File: src/sv/led_blink_pattern_engine_unit_defines.svh
// Assertion macros for the LED blink pattern engine.
// Used by led_blink_pattern_engine_unit.sv; no other dependencies.
`ifndef LED_BLINK_PATTERN_ENGINE_UNIT_DEFINES_SVH
`define LED_BLINK_PATTERN_ENGINE_UNIT_DEFINES_SVH

// same-cycle implication
`define LBPE_ASSERT_NOW(label, clk, rst_n, ante, cons) \
    label: assert property (@(posedge clk) disable iff (!rst_n) (ante) |-> (cons)) \
        else $error("lbpe assertion failed");

// next-cycle implication
`define LBPE_ASSERT_NEXT(label, clk, rst_n, ante, cons) \
    label: assert property (@(posedge clk) disable iff (!rst_n) (ante) |=> (cons)) \
        else $error("lbpe assertion failed");

`endif

File: src/sv/lbpe_pkg.sv
// Types and constants for the LED blink pattern engine.
// No dependencies.
package lbpe_pkg;

    localparam int INTERVALS = 8;
    localparam int IDX_W     = (INTERVALS > 1) ? $clog2(INTERVALS) : 1;
    localparam int HALF      = INTERVALS / 2;

    localparam logic       ACT_SET    = 1'b0;
    localparam logic       ACT_TICK   = 1'b1;

    localparam logic [2:0] LED_BOTTOM = 3'd1;
    localparam logic [2:0] LED_MIDDLE = 3'd3;
    localparam logic [2:0] LED_TOP    = 3'd4;

    localparam logic [1:0] COLOR_OFF   = 2'd0;
    localparam logic [1:0] COLOR_AMBER = 2'd1;
    localparam logic [1:0] COLOR_GREEN = 2'd2;
    localparam logic [1:0] COLOR_BAD   = 2'd3;

    localparam logic [1:0] MODE_STEADY = 2'd0;
    localparam logic [1:0] MODE_SLOW   = 2'd1;
    localparam logic [1:0] MODE_FAST   = 2'd2;
    localparam logic [1:0] MODE_BAD    = 2'd3;

    localparam logic [7:0] MASK_BOTTOM  = 8'h0c;
    localparam logic [7:0] AMBER_BOTTOM = 8'h08;
    localparam logic [7:0] GREEN_BOTTOM = 8'h04;
    localparam logic [7:0] MASK_MIDDLE  = 8'hc0;
    localparam logic [7:0] AMBER_MIDDLE = 8'h80;
    localparam logic [7:0] GREEN_MIDDLE = 8'h40;
    localparam logic [7:0] MASK_TOP     = 8'h03;
    localparam logic [7:0] AMBER_TOP    = 8'h02;
    localparam logic [7:0] GREEN_TOP    = 8'h01;

    typedef enum logic [1:0] {
        ST_OK        = 2'd0,
        ST_BAD_LED   = 2'd1,
        ST_BAD_COLOR = 2'd2,
        ST_BAD_MODE  = 2'd3
    } t_status;

    typedef struct packed {
        logic       action;
        logic [2:0] led_id;
        logic [1:0] color;
        logic [1:0] blink_mode;
    } t_in_item;

    typedef struct packed {
        t_status    status;
        logic       byte_index;
        logic [7:0] byte_value;
        logic       last;
    } t_out_item;

endpackage

File: src/sv/led_blink_pattern_engine_unit.sv
// LED blink pattern engine top level: sequencer, pattern store, output register.
// Depends on lbpe_pkg and led_blink_pattern_engine_unit_defines.svh.
//
// One request at a time. A set request walks the pattern store one interval
// per cycle through a single mask-and-merge unit and then reports its status;
// a rejected set reports its status without touching the store. A tick reads
// one store entry and then offers up to two byte updates.
// Results sit in an output register; back-pressure there stretches the request.
`include "led_blink_pattern_engine_unit_defines.svh"

module led_blink_pattern_engine_unit (
    input  logic                i_clk,
    input  logic                i_rst_n,
    input  logic                i_in_valid,
    output logic                o_in_ready,
    input  lbpe_pkg::t_in_item  i_in,
    output logic                o_out_valid,
    input  logic                i_out_ready,
    output lbpe_pkg::t_out_item o_out
);
    import lbpe_pkg::*;

    typedef enum logic [2:0] {
        S_IDLE,
        S_SET,
        S_RES,
        S_TICK,
        S_EMIT0,
        S_EMIT1
    } t_state;

    t_state          r_state;
    logic [1:0][7:0] r_store [INTERVALS];
    logic [1:0][7:0] r_last_sent;
    logic [1:0][7:0] r_entry;
    logic [1:0]      r_diff;
    logic [IDX_W-1:0] r_idx;
    logic [IDX_W-1:0] r_cnt;
    logic            r_byte;
    logic [7:0]      r_mask;
    logic [7:0]      r_on;
    logic [1:0]      r_mode;
    t_status         r_status;
    t_out_item       r_out;
    logic            r_out_valid;

    logic [IDX_W-1:0] n_idx;
    logic            w_lit;
    logic [7:0]      w_merged;
    logic            w_out_free;
    logic            w_out_load;
    logic            w_accept;

    assign w_accept   = i_in_valid && o_in_ready;
    assign w_out_free = !r_out_valid || i_out_ready;
    assign w_out_load = w_out_free && ((r_state == S_RES) ||
                                       (r_state == S_EMIT0 && r_diff[0]) ||
                                       (r_state == S_EMIT1 && r_diff[1]));
    assign o_in_ready = (r_state == S_IDLE);
    assign o_out_valid = r_out_valid;
    assign o_out       = r_out;

    assign n_idx = (r_idx == IDX_W'(INTERVALS - 1)) ? '0 : r_idx + 1'b1;

    always_comb begin
        unique case (r_mode)
            MODE_STEADY: w_lit = 1'b1;
            MODE_SLOW:   w_lit = ({1'b0, r_cnt} < (IDX_W + 1)'(HALF));
            MODE_FAST:   w_lit = r_cnt[0];
            default:     w_lit = 1'b0;
        endcase
    end

    // shared merge unit
    assign w_merged = (r_store[r_cnt][r_byte] & ~r_mask) | (w_lit ? r_on : 8'h00);

    always_ff @(posedge i_clk) begin
        if (!i_rst_n) begin
            r_state     <= S_IDLE;
            r_out_valid <= 1'b0;
            r_idx       <= '0;
            r_cnt       <= '0;
            r_last_sent <= '0;
            for (int k = 0; k < INTERVALS; k++) begin
                r_store[k] <= '0;
            end
        end else begin
            if (w_out_load) begin
                r_out_valid <= 1'b1;
            end else if (r_out_valid && i_out_ready) begin
                r_out_valid <= 1'b0;
            end
            unique case (r_state)
                S_IDLE: begin
                    if (w_accept) begin
                        r_mode <= i_in.blink_mode;
                        r_cnt  <= '0;
                        if (i_in.action == ACT_TICK) begin
                            r_idx   <= n_idx;
                            r_state <= S_TICK;
                        end else begin
                            priority case (i_in.led_id)
                                LED_BOTTOM: begin
                                    r_byte <= 1'b0;
                                    r_mask <= MASK_BOTTOM;
                                    r_on   <= (i_in.color == COLOR_OFF)   ? 8'h00 :
                                              (i_in.color == COLOR_AMBER) ? AMBER_BOTTOM
                                                                          : GREEN_BOTTOM;
                                end
                                LED_MIDDLE: begin
                                    r_byte <= 1'b0;
                                    r_mask <= MASK_MIDDLE;
                                    r_on   <= (i_in.color == COLOR_OFF)   ? 8'h00 :
                                              (i_in.color == COLOR_AMBER) ? AMBER_MIDDLE
                                                                          : GREEN_MIDDLE;
                                end
                                default: begin
                                    r_byte <= 1'b1;
                                    r_mask <= MASK_TOP;
                                    r_on   <= (i_in.color == COLOR_OFF)   ? 8'h00 :
                                              (i_in.color == COLOR_AMBER) ? AMBER_TOP
                                                                          : GREEN_TOP;
                                end
                            endcase
                            priority if (i_in.led_id != LED_BOTTOM &&
                                         i_in.led_id != LED_MIDDLE &&
                                         i_in.led_id != LED_TOP) begin
                                r_status <= ST_BAD_LED;
                                r_state  <= S_RES;
                            end else if (i_in.color == COLOR_BAD) begin
                                r_status <= ST_BAD_COLOR;
                                r_state  <= S_RES;
                            end else if (i_in.blink_mode == MODE_BAD) begin
                                r_status <= ST_BAD_MODE;
                                r_state  <= S_RES;
                            end else begin
                                r_status <= ST_OK;
                                r_state  <= S_SET;
                            end
                        end
                    end
                end
                S_SET: begin
                    r_store[r_cnt][r_byte] <= w_merged;
                    r_cnt <= r_cnt + 1'b1;
                    if (r_cnt == IDX_W'(INTERVALS - 1)) begin
                        r_state <= S_RES;
                    end
                end
                S_RES: begin
                    if (w_out_free) begin
                        r_out       <= '{status: r_status, byte_index: 1'b0,
                                         byte_value: 8'h00, last: 1'b1};
                        r_state     <= S_IDLE;
                    end
                end
                S_TICK: begin
                    r_entry   <= r_store[r_idx];
                    r_diff[0] <= (r_store[r_idx][0] != r_last_sent[0]);
                    r_diff[1] <= (r_store[r_idx][1] != r_last_sent[1]);
                    r_state   <= S_EMIT0;
                end
                S_EMIT0: begin
                    if (!r_diff[0]) begin
                        r_state <= S_EMIT1;
                    end else if (w_out_free) begin
                        r_out          <= '{status: ST_OK, byte_index: 1'b0,
                                            byte_value: r_entry[0], last: !r_diff[1]};
                        r_last_sent[0] <= r_entry[0];
                        r_state        <= S_EMIT1;
                    end
                end
                S_EMIT1: begin
                    if (!r_diff[1]) begin
                        r_state <= S_IDLE;
                    end else if (w_out_free) begin
                        r_out          <= '{status: ST_OK, byte_index: 1'b1,
                                            byte_value: r_entry[1], last: 1'b1};
                        r_last_sent[1] <= r_entry[1];
                        r_state        <= S_IDLE;
                    end
                end
                default: r_state <= S_IDLE;
            endcase
        end
    end

    `LBPE_ASSERT_NEXT(a_busy_after_req, i_clk, i_rst_n, w_accept, !o_in_ready)
    `LBPE_ASSERT_NOW(a_err_is_last, i_clk, i_rst_n,
        o_out_valid && o_out.status != ST_OK, o_out.last)
    `LBPE_ASSERT_NOW(a_byte1_is_last, i_clk, i_rst_n,
        o_out_valid && o_out.byte_index, o_out.last)
    `LBPE_ASSERT_NEXT(a_more_follows, i_clk, i_rst_n,
        o_out_valid && i_out_ready && !o_out.last, o_out_valid)

endmodule

File: config.mk
export PLATFORM = sky130hd
export DESIGN_NAME = led_blink_pattern_engine_unit
export DESIGN_NICKNAME = d
export VERILOG_FILES = /design/src/sv/lbpe_pkg.sv /design/src/sv/led_blink_pattern_engine_unit.sv
export VERILOG_INCLUDE_DIRS = /design/src /design/src/sv
export SDC_FILE = /design/constraint.sdc
export NUM_CORES = 1
export LEC_CHECK = 0
export BUFFER_PORTS_ARGS = -buffer_cell sky130_fd_sc_hd__buf_2
export CAP_MARGIN = 40
export CORE_UTILIZATION = 67
export DETAILED_ROUTE_END_ITERATION = 10
export PLACE_DENSITY = 0.85
export SLEW_MARGIN = 30
export SYNTH_ARGS = -nofsm -noshare
export SYNTH_HDL_FRONTEND = slang
export SYNTH_SLANG_ARGS = --single-unit
export TNS_END_PERCENT = 30
File: constraint.sdc
create_clock -name i_clk -period 6.1 [get_ports i_clk]
set_clock_uncertainty 0.1 [all_clocks]
set_input_delay 1.22 -clock i_clk [delete_from_list [all_inputs] [get_ports i_clk]]
set_output_delay 1.22 -clock i_clk [all_outputs]
set_load 0.02 [all_outputs]
==> flow_metrics.py <==
metrics = {
    "placement": {
        "placed_cell_area_um2": 10000,
        "place_inst": 918,
        "hpwl_um": 16800,
        "portBuffers": 25,
        "gp_congestion": 0.946,
    },
    "sta": {
        "setup_viol": 0,
        "worst_slew_pin_slew_ns": 0.830,
        "slew_headroom": 0.445,
        "drv_slew": 0,
        "rsz0062_at_grt": "false",
        "min_period_ns": 3.33,
        "finalHoldViolCount": 0,
        "fin_crit_sh": 0.546,
        "whs_ns": 0.426,
        "setup-tns-final_ns": 0,
        "clock.fmax_ghz": 0.300,
    },
    "routing": {
        "vias": 6631,
        "ant_nets": 0,
        "drt-initial-drc-count": 854,
        "drcViolationCount": 0,
        "drt-total-wl_um": 25000,
        "via_per_inst": 6.91,
        "drtPass1Iterations": 6,
        "detail_route.wl_per_cell_um": 26.0,
    },
    "synth": {
        "yosys_warnings": 0,
        "postSynthAreaPerCell_um2": 13.2,
        "ys_seq_area_frac": 0.586,
        "ys_types": 54,
        "synth_edf_count": 171,
        "syn-num-nets": 764,
        "synth_seq_cells": 203,
        "syn-cell-area_um2": 9850,
        "async_flop_share": 0,
        "synthCells": 748,
        "ys_dominant_reg_cell": "edfxtp_1",
    },
    "clocking": {
        "clock_path_buffers": 3,
        "clkTransAtPathRegs_ns": 0.06,
        "post_cts_buffers": 0,
        "clock_sinks": 203,
        "cts_tree": "done",
        "worstSkewPairLatency_ns": 0.51,
        "clockRootBuffer": "clkbuf_16",
        "cts_buffers": 21,
        "post_cts_resized": 0,
        "htreeDepth": 1,
        "cts_hold_buf": 0,
    },
    "worst_setup_path": {
        "critical_path_class": "in2reg",
        "reg2reg_slack_ns": 2.88,
        "worst_path_most_repeated_cell": "nand2_1",
        "reg2reg_depth": 6,
        "critPathCaptureType": "flip-flop",
        "required_ns": 6.17,
        "arrival_ns": 3.40,
        "cpMaxStageDelayCell": "nor3_1",
        "startpoint": "i_rst_n",
        "worst_setup_path_start_kind": "input port",
        "cp_cell_sequence": "buf_2 > nand2_1 > nor3_1 > nand3_1 > nand2_1",
        "reg2reg_to": "r_store[2][11]$_SDFFCE_PN0P_",
        "critPathMaxFanout": 22,
        "critPathBufInv": 1,
        "path_delay_family": "simple AND/OR/NAND/NOR gates",
        "cpPeakStageDelay_ns": 0.54,
    },
    "finish": {
        "final_cell_area_um2": 10700,
        "fillCellCount": 816,
        "n_antenna_cell": 0,
        "syn_to_final_growth_pct": 8.93,
        "fin_cells": 960,
        "final_layout_size_suffix_gt1_frac": 0.174,
        "utilization": 0.761,
        "nets": 781,
    },
    "floorplanning": {
        "die_x_um": 123,
        "core_um2": 14100,
        "die_h_um": 123,
        "initial_utilization": 0.699,
        "num_io_pins": 26,
        "die-area_um2": 15200,
        "row_count": 43,
    },
    "pwr": {
        "power.switching_uw": 802,
        "switching_share": 0.246,
        "cellPowerDensity_nw_per_um2": 304,
        "p_int_uw": 2460,
        "power_frac_clock": 0.396,
        "pwr-share-comb": 0.109,
        "p_leak_uw": 0.00380,
        "seqPwrFrac": 0.495,
        "ir_worst_vdd_mv": 0.258,
    },
    "run_status": {
        "outcome": "completed",
    },
    "run": {
        "maxCapViolations": 0,
    },
    "hold_path": {
        "worstHoldPathCells": 2,
        "min-delay-start": "r_last_sent[2]$_SDFFE_PN0P_",
        "holdPathEnd": "r_last_sent[2]$_SDFFE_PN0P_",
        "hold_path.class": "reg2reg",
    },
    "grt": {
        "grt_pass1_vias": 6486,
        "antenna_found_initial": 0,
        "grt_pass1_wl_um": 37500,
        "overflow": 0,
        "grt_util_all_layers": 0.345,
        "grt_max_degree": 52,
    },
}
[final cells by class]
type / instances / area (um^2) / area share
inverter: 11 / 41.3 / 0.00385
multi-input combinational: 491 / 3770 / 0.351
tap: 180 / 225 / 0.0210
clock buffer: 27 / 579 / 0.0540
clock inverter: 11 / 108 / 0.0100
timing repair buffer: 37 / 234 / 0.0218
sequential: 203 / 5780 / 0.538
[flip-flops by register name, summed over array words and instances (netlist names), named ones only]
| signal | flops |
|---|---|
| r_state | 3 |
| r_idx | 3 |
| r_mode | 2 |
| r_last_sent | 16 |
| o_out | 12 |
| r_diff | 2 |
| r_store | 128 |
| r_cnt | 3 |
| r_entry | 16 |
| o_out_valid | 1 |
| r_mask | 3 |
| r_status | 2 |
| r_on | 6 |
[worst register-to-register path, stage by stage (launching register included)]
cell and delay [ns]:
dfxtp_2 0.72, buf_4 0.36, mux4_1 0.59, mux2i_1 0.19
nor3_1 0.11, a211oi_4 0.75, nor2_1 0.13
[placed cells by master, fill, tap and decap left out, types with 16 or more instances in the layout]
cell / synthesis / final
nor2_1: 179 / 179
mux4_2: 27 / 27
dfxtp_1: 32 / 30
mux2i_1: 70 / 70
mux2_2: 22 / 22
edfxtp_1: 171 / 171
clkbuf_16: 0 / 22
buf_2: 13 / 25
nor3_1: 16 / 16
nand2_1: 35 / 35
[layer usage]
metal / part of all wire / GRT usage / vias up
li1: - / - / 2796
met1: 0.36 / 0.453 / 3241
met2: 0.47 / 0.550 / 492
met3: 0.12 / 0.0793 / 102
met4: 0.048 / 0.161 / 0
met5: 0 / 0 / -
[worst max-delay path by stage]
stage	end	slack [ns]	cells past startpoint
floorplan	r_diff[0]$_DFFE_PP_	3.21	3
global route	r_store[5][0]$_SDFFCE_PN0P_	2.68	5
global placement	r_store[4][0]$_SDFFCE_PN0P_	2.44	5
finish	r_store[5][0]$_SDFFCE_PN0P_	2.77	5
detailed placement	r_store[5][3]$_SDFFCE_PN0P_	2.45	5
CTS	r_store[5][0]$_SDFFCE_PN0P_	2.57	5
[power by group through the flow]
stage / clock network (uW) / logic [uW] / registers, uW
after detailed placement: 0 / 333 / 1640
after CTS: 1290 / 337 / 1610
after global placement: 0 / 320 / 1640
final: 1290 / 355 / 1610
after floorplan: 0 / 273 / 1610
after global routing: 1340 / 377 / 1620
[synthesized netlist by cell type, types with 10 or more instances]
cell type	number	area, um^2
buf_2	13	65.1
clkbuf_1	14	52.6
dfxtp_1	32	641
edfxtp_1	171	5130
inv_1	10	37.5
mux2_2	22	248
mux2i_1	70	701
mux4_1	12	315
mux4_2	27	608
nand2_1	35	131
nor2_1	179	672
nor2b_1	15	93.8
nor3_1	16	80.1
o22ai_1	10	62.6
[cells by family (layout without fill, tap and decap cells)]
group | after synthesis | after routing | synth area share
compound gates | 52 | 52 | 0.0457
xor+xnor | 9 | 9 | 0.00800
fa+ha+maj | 4 | 4 | 0.00508
buf+inv | 54 | 86 | 0.0323
flops | 203 | 203 | 0.586
mux | 131 | 131 | 0.190
simple gates | 295 | 295 | 0.133
[through the flow]
| step | power (uW) | setup WS, ns |
|---|---|---|
| 2_1_floorplan | 1880 | 3.21 |
| 3_3_place_gp | 1960 | 2.44 |
| 3_5_place_dp | 1980 | 2.45 |
| 4_1_cts | 3240 | 2.57 |
| 5_1_grt | 3340 | 2.68 |
| 6_report | 3260 | 2.77 |
Power figures use the tool's default switching activity.
